### src/rtl/core/mhpq_pkg.sv
// ----------------------------------------------------------------------------
// mhpq_pkg
// Shared types and constants of the max-heap priority queue: field widths,
// register map, and the command and status bundles that link the
// controller with the datapath.
// ----------------------------------------------------------------------------
package mhpq_pkg;

  localparam int VALUE_W          = 32;
  localparam int COUNT_W          = 8;
  localparam int CAP_W            = 8;
  localparam int DEFAULT_CAPACITY = 100;
  localparam int MAX_ENTRIES_DEF  = 128;

  // Configuration port.
  localparam int APB_AW = 3;
  localparam int APB_DW = 32;
  localparam logic [APB_AW-3:0] REG_CAPACITY = '0;

  // Operation codes of the input item.
  localparam logic OP_INSERT = 1'b0;
  localparam logic OP_REMOVE = 1'b1;

  typedef enum logic [3:0] {
    CMD_NONE,
    CMD_START,
    CMD_RD_PARENT,
    CMD_INS_MOVE,
    CMD_INS_FINAL,
    CMD_RD_LAST,
    CMD_LOAD_MOVING,
    CMD_RD_CHILD,
    CMD_REM_MOVE,
    CMD_REM_FINAL,
    CMD_RD_REPORT,
    CMD_LOAD_OUT
  } dp_cmd_e;

  typedef struct packed {
    logic start_remove;  // the offered item is a remove
    logic start_err;     // the offered item would fail
    logic ins_root;      // the insert slot is the root
    logic ins_stop;      // the parent is not smaller than the new value
    logic rem_leaf;      // the moving entry has no child
    logic rem_stop;      // the moving entry beats the larger child
  } dp_status_t;

endpackage

### src/rtl/core/mhpq_ctrl.sv
// ----------------------------------------------------------------------------
// mhpq_ctrl
// Sequencer of the heap queue. Walks an insert up or a remove down the
// heap one level at a time, a read state and then a compare state per level,
// and hands the finished result to the output register.
// ----------------------------------------------------------------------------
module mhpq_ctrl
  import mhpq_pkg::*;
(
  input  logic       clk_i,
  input  logic       rst_ni,
  input  logic       in_valid_i,
  output logic       in_ready_o,
  output logic       out_valid_o,
  input  logic       out_ready_i,
  input  dp_status_t status_i,
  output dp_cmd_e    cmd_o
);

  typedef enum logic [3:0] {
    S_IDLE,
    S_INS_CHECK,
    S_INS_CMP,
    S_REM_LAST,
    S_REM_LOAD,
    S_REM_CHECK,
    S_REM_CMP,
    S_RD_REPORT,
    S_REPORT
  } state_e;

  state_e state_q, state_d;
  logic   out_valid_q, out_valid_d;
  logic   out_free;

  assign out_free    = !out_valid_q || out_ready_i;
  assign in_ready_o  = (state_q == S_IDLE);
  assign out_valid_o = out_valid_q;

  always_comb begin
    state_d     = state_q;
    cmd_o       = CMD_NONE;
    out_valid_d = out_valid_q && !out_ready_i;
    case (state_q)
      S_IDLE: begin
        if (in_valid_i) begin
          cmd_o = CMD_START;
          if (status_i.start_err) begin
            state_d = S_RD_REPORT;
          end else if (status_i.start_remove) begin
            state_d = S_REM_LAST;
          end else begin
            state_d = S_INS_CHECK;
          end
        end
      end
      S_INS_CHECK: begin
        if (status_i.ins_root) begin
          cmd_o   = CMD_INS_FINAL;
          state_d = S_RD_REPORT;
        end else begin
          cmd_o   = CMD_RD_PARENT;
          state_d = S_INS_CMP;
        end
      end
      S_INS_CMP: begin
        if (status_i.ins_stop) begin
          cmd_o   = CMD_INS_FINAL;
          state_d = S_RD_REPORT;
        end else begin
          cmd_o   = CMD_INS_MOVE;
          state_d = S_INS_CHECK;
        end
      end
      S_REM_LAST: begin
        cmd_o   = CMD_RD_LAST;
        state_d = S_REM_LOAD;
      end
      S_REM_LOAD: begin
        cmd_o   = CMD_LOAD_MOVING;
        state_d = S_REM_CHECK;
      end
      S_REM_CHECK: begin
        if (status_i.rem_leaf) begin
          cmd_o   = CMD_REM_FINAL;
          state_d = S_RD_REPORT;
        end else begin
          cmd_o   = CMD_RD_CHILD;
          state_d = S_REM_CMP;
        end
      end
      S_REM_CMP: begin
        if (status_i.rem_stop) begin
          cmd_o   = CMD_REM_FINAL;
          state_d = S_RD_REPORT;
        end else begin
          cmd_o   = CMD_REM_MOVE;
          state_d = S_REM_CHECK;
        end
      end
      S_RD_REPORT: begin
        cmd_o   = CMD_RD_REPORT;
        state_d = S_REPORT;
      end
      S_REPORT: begin
        // Wait here while an earlier result is still unclaimed.
        if (out_free) begin
          cmd_o       = CMD_LOAD_OUT;
          out_valid_d = 1'b1;
          state_d     = S_IDLE;
        end
      end
      default: begin
        state_d = S_IDLE;
      end
    endcase
  end

  always_ff @(posedge clk_i or negedge rst_ni) begin
    if (!rst_ni) begin
      state_q     <= S_IDLE;
      out_valid_q <= 1'b0;
    end else begin
      state_q     <= state_d;
      out_valid_q <= out_valid_d;
    end
  end

endmodule

### config.mk
export PLATFORM = sky130hd
export DESIGN_NAME = mhpq_ctrl
export DESIGN_NICKNAME = d
export VERILOG_FILES = /design/src/rtl/core/mhpq_pkg.sv /design/src/rtl/core/mhpq_ctrl.sv
export SDC_FILE = /design/constraint.sdc
export NUM_CORES = 1
export LEC_CHECK = 0
export ABC_CLOCK_PERIOD_IN_PS = 1700
export BUFFER_PORTS_ARGS = -buffer_cell sky130_fd_sc_hd__clkbuf_2
export CORE_AREA = 3 3 40 42
export DETAILED_ROUTE_END_ITERATION = 7
export DIE_AREA = 0 0 43 45
export GPL_TIMING_DRIVEN = 0
export PLACE_DENSITY_LB_ADDON = 0.08
export SETUP_SLACK_MARGIN = 0.4
export SYNTH_ARGS = -nofsm -noshare
export SYNTH_HDL_FRONTEND = slang
export SYNTH_SLANG_ARGS = --single-unit
### constraint.sdc
create_clock -name clk_i -period 1.7 [get_ports clk_i]
set_input_delay 0.34 -clock clk_i [delete_from_list [all_inputs] [get_ports clk_i]]
set_output_delay 0.34 -clock clk_i [all_outputs]
set_load 0.03 [all_outputs]
==> impl_results.rst, run 1 <==
.. list-table::
   :header-rows: 1

   * - Metric
     - Value
   * - Starting utilization of the core area
     - 0.3359
   * - Fmax
     - 0.5316 GHz
   * - Die W
     - 43 µm
   * - Fillers
     - 116
   * - Cell variety after synth
     - 30
   * - Share of the core filled with cells in the final layout
     - 0.6611
   * - Cell internal power dissipation
     - 0.001165 W
   * - Final setup fails
     - 4
   * - Part of the power in the clock network
     - 0.070
   * - Power per standard cell area
     - 2416 nW/µm²
   * - Mean instance size in the synthesized netlist
     - 9.184 µm²
   * - Antenna cell count
     - 0
   * - First-pass detailed-route iteration total
     - 2
   * - Setup repair after global routing missed its margin
     - yes
   * - Crit-path leading delay family
     - simple AND/OR/NAND/NOR gates
   * - Maxcap violations
     - 0
   * - Count of buffering cells on the critical path with inverters included
     - 2
   * - Clock period minus worst slack
     - 1.881 ns
   * - Share of the clock period used by the worst path
     - 1.106
   * - Number of DRC violations after detailed-routing iteration 0
     - 3
   * - Total half-perimeter wirelength after legalization and detailed placement
     - 919.8 µm
   * - Largest net degree at the start of global routing
     - 11
   * - # rows
     - 13
   * - Vias per std cell
     - 5.354
   * - Number of buffers created by CTS
     - 3
   * - Largest buffer count on any clock path
     - 2
   * - Static leakage power
     - 0.3837 nW
   * - Total congestion overflow
     - 0
   * - Most common cell after layout, fill and taps aside
     - clkbuf_2
   * - Post-Layout Cell Count
     - 96
   * - Top library cells by usage in the layout, fill and taps aside
     - 10 x clkbuf_2, 9 x buf_4, 9 x buf_6
   * - Clock tree from TritonCTS
     - yes
   * - Skew-Pair Late Insertion Delay
     - 0.25 ns
   * - Gate count of the mapped netlist
     - 47
   * - Antenna violations before repair
     - 0
   * - Run status
     - finished, violations left
   * - Clock net sink count
     - 5
   * - Register area
     - 126.4 µm²
   * - CTS clock-pin slew for the worst setup and hold paths
     - 0.05 ns
   * - Number of port buffers
     - 15
   * - Synthesis-stage register bit count
     - 5
   * - Worst slack on hold paths
     - 0.3990 ns
   * - Top Ports
     - 16
   * - Async SR Flop Fraction
     - 1.000
   * - Core outline area
     - 1285 µm²
   * - Post-Syn Nets
     - 57
   * - Sequential Power Share
     - 0.110
   * - Tightest slew margin relative to the limit
     - 0.8313
   * - Dpl cells
     - 77
   * - Combinational cell fraction of total power
     - 0.820
   * - Full die area
     - 1935 µm²
   * - Final ANT Viol Nets
     - 0
   * - Clk Tree Root Cell
     - clkbuf_4
   * - Nature of the critical path startpoint
     - flop
   * - Crit path capture type
     - output pin
   * - DRC violation count after routing
     - 0
   * - Worst path setup slack after routing
     - -0.1810 ns
   * - Die boundary height
     - 45 µm
   * - Worst setup skew after layout
     - 0.004791 ns
   * - Library cell contributing the largest single delay on the critical path
     - or3_4
   * - Critical path class
     - flop to output pin
   * - Share of cells above drive strength 1
     - 0.6543
   * - Peak supply drop
     - 1.388 mV
   * - Cells traversed along the worst timing path
     - buf_6 -> nand2b_4 -> or3_4 -> o311ai_4 -> clkbuf_8
   * - Endpoint arrival time on the critical path
     - 1.54 ns
   * - Area of combinational cells with multiple inputs
     - 374.1 µm²
   * - Routed len/inst
     - 14.64 µm
   * - Count of synthesis-stage warnings from yosys
     - 0
   * - Area added between synthesis and finish
     - 96.81%
   * - Number of nets in the final layout
     - 92
   * - Critical path required time
     - 1.36 ns
   * - Hold crit path type
     - primary input to flop
   * - Vias
     - 514
   * - Global Route Usage Sum
     - 0.1554
   * - Biggest fanout along the worst timing path
     - 2
   * - Final Max Tran Viols
     - 0
   * - Count of endpoints failing hold in the final timing report
     - 0
   * - Sequential area share after synthesis
     - 0.2899
   * - Number of levels the H-tree was split into
     - 1
   * - Net Sw Frac
     - 0.4325
   * - Total standard cell area after synthesis
     - 431.7 µm²
   * - Final estimated routing congestion in global placement
     - 0.7044
   * - Net Sw Power
     - 0.0008879 W
   * - First-pass GRT wire length
     - 2166 µm
   * - Post-synth EDFFs
     - 0
   * - Peak per-stage delay on the critical path
     - 0.39 ns
   * - DRT Wirelength
     - 1405 µm
   * - Violations in the final reports
     - setup timing
   * - Predominant post-synthesis flop cell
     - dfrtp_1
   * - Transition at the pin with the smallest max-transition slack
     - 0.2531 ns
   * - Number of global-route vias before repair
     - 479
## repair_timing
| item | 4_1_cts | 5_1_grt |
|---|---|---|
| setup endpoints to repair | 6 | 7 |
| hold endpoints to repair | 5 | 0 |
| gates resized for setup | 14 | 6 |
| hold buffers | 1 | 0 |
| buffers inserted | 13 | 1 |
| pin swaps | 7 | 7 |
## path summary, 6_finish.rpt
check	start	end	slack, ns	cells after the start
max reg2reg	state_q[0]$_DFFE_PN0P_	state_q[2]$_DFFE_PN0P_	0.21	6
min in group asynchronous	rst_ni	state_q[3]$_DFFE_PN0P_	0.44	2
max in group asynchronous	rst_ni	state_q[1]$_DFFE_PN0P_	1.11	2
min	out_ready_i	out_valid_o$_DFF_PN0_	0.40	3
min reg2reg	out_valid_o$_DFF_PN0_	out_valid_o$_DFF_PN0_	0.54	2
max	state_q[3]$_DFFE_PN0P_	cmd_o[1]	-0.18	5
## synthesized netlist by cell type, types with 2 or more instances
cell type	instances	area (µm²)
nand3b_1	2	15.01
dfrtp_1	5	125.1
buf_6	3	33.78
o311ai_1	2	17.52
nor4_1	2	12.51
o21ai_1	4	20.02
nand2b_1	3	18.77
a22oi_1	2	15.01
a21oi_1	2	10.01
nand2_1	2	7.510
## per-layer routing
metal / GRT usage / vias to the layer above / share of wire
met3: 0.03586 / 4 / 0.037
li1: - / 246 / -
met4: 0.09036 / 0 / 0.018
met1: 0.2019 / 250 / 0.47
met5: 0 / - / 0
met2: 0.2365 / 14 / 0.47
## final cells by class
| class | count | share of cell area |
|---|---|---|
| Multi-Input combinational cell | 37 | 0.4404 |
| Timing Repair Buffer | 30 | 0.3049 |
| Sequential cell | 5 | 0.1487 |
| Tap cell | 15 | 0.02209 |
| Clock buffer | 4 | 0.03093 |
| Inverter | 1 | 0.004418 |
| Buffer | 4 | 0.04860 |
## state kept, by name (all words and copies together), names as in the netlist
signal / flops
out_valid_o: 1
state_q: 4
## cells by family after synthesis
group                  after synthesis  share of synthesized area
and+or+nand+nor                     18                     0.2725
DFF                                  5                     0.2899
AOI/OAI and AO/OA                   18                     0.3160
muxes                                1                    0.02319
buffers and inverters                5                    0.09853
## worst min-delay path: cells and delay by family
kind / cells / cell delay (ns)
simple gates: 2 / 0.19
buf+inv: 1 / 0.07
## power by group through the flow
stage / clock network [W] / registers, W / logic, W
floorplan: 0 / 0.000219 / 0.00101
global placement: 0 / 0.000223 / 0.00120
CTS: 0.000146 / 0.000222 / 0.00161
detailed placement: 0 / 0.000224 / 0.00122
finish: 0.000143 / 0.000227 / 0.00168
global route: 0.000154 / 0.000235 / 0.00178
## metrics by stage
step | worst slack, ns | cell area [µm²] | TNS, ns | total power (W)
6_report | -0.1810 | 849.6 | -0.4980 | 0.002053
5_1_grt | -0.2403 | 849.6 | -0.8405 | 0.002166
4_1_cts | -0.1927 | 824.5 | -0.6212 | 0.001975
3_5_place_dp | -0.1817 | 631.9 | -0.5037 | 0.001439
3_3_place_gp | -0.1585 | 631.9 | -0.4248 | 0.001427
2_1_floorplan | 0.1372 | 538.0 | 0 | 0.001224
(Power assumes the default switching activity.)
==> run 2: changes to the inputs <==
==> constraint.sdc (replaced) <==
create_clock -name clk_i -period 1.7 [get_ports clk_i]
set_input_delay 0.425 -clock clk_i [delete_from_list [all_inputs] [get_ports clk_i]]
set_output_delay 0.425 -clock clk_i [all_outputs]
set_load 0.03 [all_outputs]
==> run 2 against run 1 <==
Against the previous run: the flow still finishes with violations (setup timing); sequential cell count stayed put; clock skew did not move; first-iteration DRC count unchanged; utilization stayed put; sequential share of layout area unchanged; critical path depth is the same; clock power barely moved; combinational power barely moved; non-clock buffer count is the same; via count unchanged; wire length did not move; worst hold slack improved by 0.085 ns; critical path type unchanged; critical endpoint unchanged.
==> impl_results.rst, run 2 (synthesized netlist as in run 1, its figures left out) <==
.. list-table::
   :header-rows: 1

   * - Metric
     - Value
   * - RR Startpoint
     - state_q[0]$_DFFE_PN0P_
   * - Peak supply drop
     - 1.388 mV (unchanged)
   * - Area post-placement
     - 631.9 µm² (unchanged)
   * - Setup repair after global routing missed its margin
     - yes
   * - Final estimated routing congestion in global placement
     - 0.7044 (unchanged)
   * - CTS clock-pin slew for the worst setup and hold paths
     - 0.05 ns (about the same)
   * - Final setup fails
     - 5 (+1)
   * - Antenna cell count
     - 0 (unchanged)
   * - Maxcap violations
     - 0 (unchanged)
   * - Number of DRC violations after detailed-routing iteration 0
     - 3 (unchanged)
   * - # rows
     - 13 (unchanged)
   * - Endpoint arrival time on the critical path
     - 1.54 ns (about the same)
   * - Combinational cell fraction of total power
     - 0.820 (about the same)
   * - Area of combinational cells with multiple inputs
     - 374.1 µm² (unchanged)
   * - Register area
     - 126.4 µm² (unchanged)
   * - Nature of the critical path startpoint
     - flop
   * - Critical path class
     - flop to output pin
   * - DRT Wirelength
     - 1405 µm (unchanged)
   * - First-pass detailed-route iteration total
     - 2 (unchanged)
   * - Total congestion overflow
     - 0 (unchanged)
   * - Library cell contributing the largest single delay on the critical path
     - or3_4
   * - Fmax
     - 0.5086 GHz (-4.3%)
   * - Clock net sink count
     - 5 (unchanged)
   * - DRC violation count after routing
     - 0 (unchanged)
   * - Power per standard cell area
     - 2416 nW/µm² (unchanged)
   * - Number of nets in the final layout
     - 92 (unchanged)
   * - Post-Layout Cell Count
     - 96 (unchanged)
   * - Clock period minus worst slack
     - 1.966 ns (+0.08500 ns)
   * - Final ANT Viol Nets
     - 0 (unchanged)
   * - Hold crit path type
     - primary input to flop
   * - Cell internal power dissipation
     - 0.001165 W (unchanged)
   * - Global Route Usage Sum
     - 0.1554 (unchanged)
   * - Number of buffers created by CTS
     - 3 (unchanged)
   * - Die W
     - 43 µm (unchanged)
   * - Violations in the final reports
     - setup timing
   * - Crit path from
     - state_q[3]$_DFFE_PN0P_
   * - Net Sw Frac
     - 0.4325 (unchanged)
   * - Peak per-stage delay on the critical path
     - 0.39 ns (about the same)
   * - Area added between synthesis and finish
     - 96.81% (unchanged)
   * - Count of endpoints failing hold in the final timing report
     - 0 (unchanged)
   * - Largest net degree at the start of global routing
     - 11 (unchanged)
   * - Sequential Power Share
     - 0.110 (about the same)
   * - Destination of the critical timing path
     - cmd_o[1]
   * - Largest buffer count on any clock path
     - 2 (unchanged)
   * - Final Max Tran Viols
     - 0 (unchanged)
   * - Critical path required time
     - 1.27 ns (-0.09 ns)
   * - Part of the power in the clock network
     - 0.070 (about the same)
   * - Dpl cells
     - 77 (unchanged)
   * - Worst setup skew after layout
     - 0.004791 ns (unchanged)
   * - Count of buffering cells on the critical path with inverters included
     - 2 (unchanged)
   * - Number of global-route vias before repair
     - 479 (unchanged)
   * - Net Sw Power
     - 0.0008879 W (unchanged)
   * - Clk Tree Root Cell
     - clkbuf_4
   * - Share of cells above drive strength 1
     - 0.6543 (unchanged)
   * - Share of the clock period used by the worst path
     - 1.156 (+0.05000)
   * - Starting utilization of the core area
     - 0.3359 (unchanged)
   * - Clock tree from TritonCTS
     - yes
   * - First-pass GRT wire length
     - 2166 µm (unchanged)
   * - Skew-Pair Late Insertion Delay
     - 0.25 ns (about the same)
   * - Routed len/inst
     - 14.64 µm (unchanged)
   * - Number of port buffers
     - 15 (unchanged)
   * - Crit-path leading delay family
     - simple AND/OR/NAND/NOR gates
   * - Tightest slew margin relative to the limit
     - 0.8313 (unchanged)
   * - Run status
     - finished, violations left
   * - Worst slack, placed
     - -0.2667 ns (-0.08500 ns)
   * - Logic depth of the worst setup path including buffers
     - 5 (unchanged)
   * - Antenna violations before repair
     - 0 (unchanged)
   * - Vias per std cell
     - 5.354 (unchanged)
   * - Fillers
     - 116 (unchanged)
   * - Reg2Reg Setup Slack
     - 0.21 ns (about the same)
   * - Static leakage power
     - 0.3837 nW (unchanged)
   * - Die boundary height
     - 45 µm (unchanged)
   * - Total half-perimeter wirelength after legalization and detailed placement
     - 919.8 µm (unchanged)
   * - Worst slack on hold paths
     - 0.4840 ns (+0.08500 ns)
   * - Full die area
     - 1935 µm² (unchanged)
   * - Top library cells by usage in the layout, fill and taps aside
     - 10 x clkbuf_2, 9 x buf_4, 9 x buf_6
   * - Worst path setup slack after routing
     - -0.2660 ns (-0.08500 ns)
   * - Transition at the pin with the smallest max-transition slack
     - 0.2531 ns (unchanged)
   * - Top Ports
     - 16 (unchanged)
   * - Design Area, Final
     - 849.6 µm² (unchanged)
   * - Max reg flops
     - 4 (unchanged)
   * - Most common cell after layout, fill and taps aside
     - clkbuf_2
   * - Biggest fanout along the worst timing path
     - 2 (unchanged)
   * - Number of levels the H-tree was split into
     - 1 (unchanged)
   * - Largest Register
     - state_q
   * - Cells traversed along the worst timing path
     - buf_6 -> nand2b_4 -> or3_4 -> o311ai_4 -> clkbuf_8
   * - Cell count of the worst reg-to-reg path
     - 6 (unchanged)
   * - Power after layout
     - 0.002053 W (unchanged)
   * - Core outline area
     - 1285 µm² (unchanged)
   * - Critical register-to-register path endpoint
     - state_q[2]$_DFFE_PN0P_
   * - Vias
     - 514 (unchanged)
   * - Crit path capture type
     - output pin
[run 2: cell counts in the layout (fill, tap and decap cells not counted)]
Identical to the previous run, type by type.
[run 2: per-layer routing]
| layer | share of wire | GRT usage | wire length (µm) | up-vias |
|---|---|---|---|---|
| li1 | - | - | - | 246 |
| met1 | 0.47 | 0.2019 | 662 | 250 |
| met2 | 0.47 | 0.2365 | 663 | 14 |
| met3 | 0.037 | 0.03586 | 52 | 4 |
| met4 | 0.018 | 0.09036 | 25 | 0 |
| met5 | 0 | 0 | 0 | - |
[run 2: how the worst min path moves through the flow]
| stage | from | to | slack (ns) | cells after the start |
|---|---|---|---|---|
| 5_1_grt | out_ready_i | out_valid_o$_DFF_PN0_ | 0.50 | 3 |
| 4_1_cts | out_ready_i | out_valid_o$_DFF_PN0_ | 0.48 | 3 |
| 6_report | out_ready_i | out_valid_o$_DFF_PN0_ | 0.48 | 3 |
| 3_3_place_gp | rst_ni | state_q[1]$_DFFE_PN0P_ | 0.24 | 1 |
| 2_1_floorplan | rst_ni | out_valid_o$_DFF_PN0_ | 0.13 | 0 |
| 3_5_place_dp | rst_ni | state_q[0]$_DFFE_PN0P_ | 0.25 | 1 |
[run 2: cell type report]
class,count,area share
Multi-Input combinational cell,37,0.4404
Inverter,1,0.004418
Timing Repair Buffer,30,0.3049
Buffer,4,0.04860
Tap cell,15,0.02209
Clock buffer,4,0.03093
Sequential cell,5,0.1487
[run 2: power groups by stage]
stage / Sequential, W / Clock (W) / Combinational, W
floorplan: 0.000219 / 0 / 0.00101
global placement: 0.000223 / 0 / 0.00120
detailed placement: 0.000224 / 0 / 0.00122
CTS: 0.000222 / 0.000146 / 0.00161
global route: 0.000235 / 0.000154 / 0.00178
finish: 0.000227 / 0.000143 / 0.00168
[run 2: tightest hold or removal path: cells and delay by family]
family / cells / cell delay [ns]
buf+inv: 1 / 0.07
simple gates: 2 / 0.19
[run 2: per-stage QoR]
stage | utilization | setup TNS (ns)
finish | 0.6611 | -0.9067
global route | 0.6611 | -1.265
CTS | 0.6417 | -1.039
detailed placement | 0.4917 | -0.7589
global placement | 0.4917 | -0.6798
floorplan | - | 0
[run 2: timing repair]
item | in CTS | in global routing
setup buffers | 13 | 1
hold endpoints to repair | 5 | 0
gates resized for setup | 14 | 6
setup endpoints to repair | 6 | 7
pin swaps | 7 | 7
hold buffers | 1 | 0
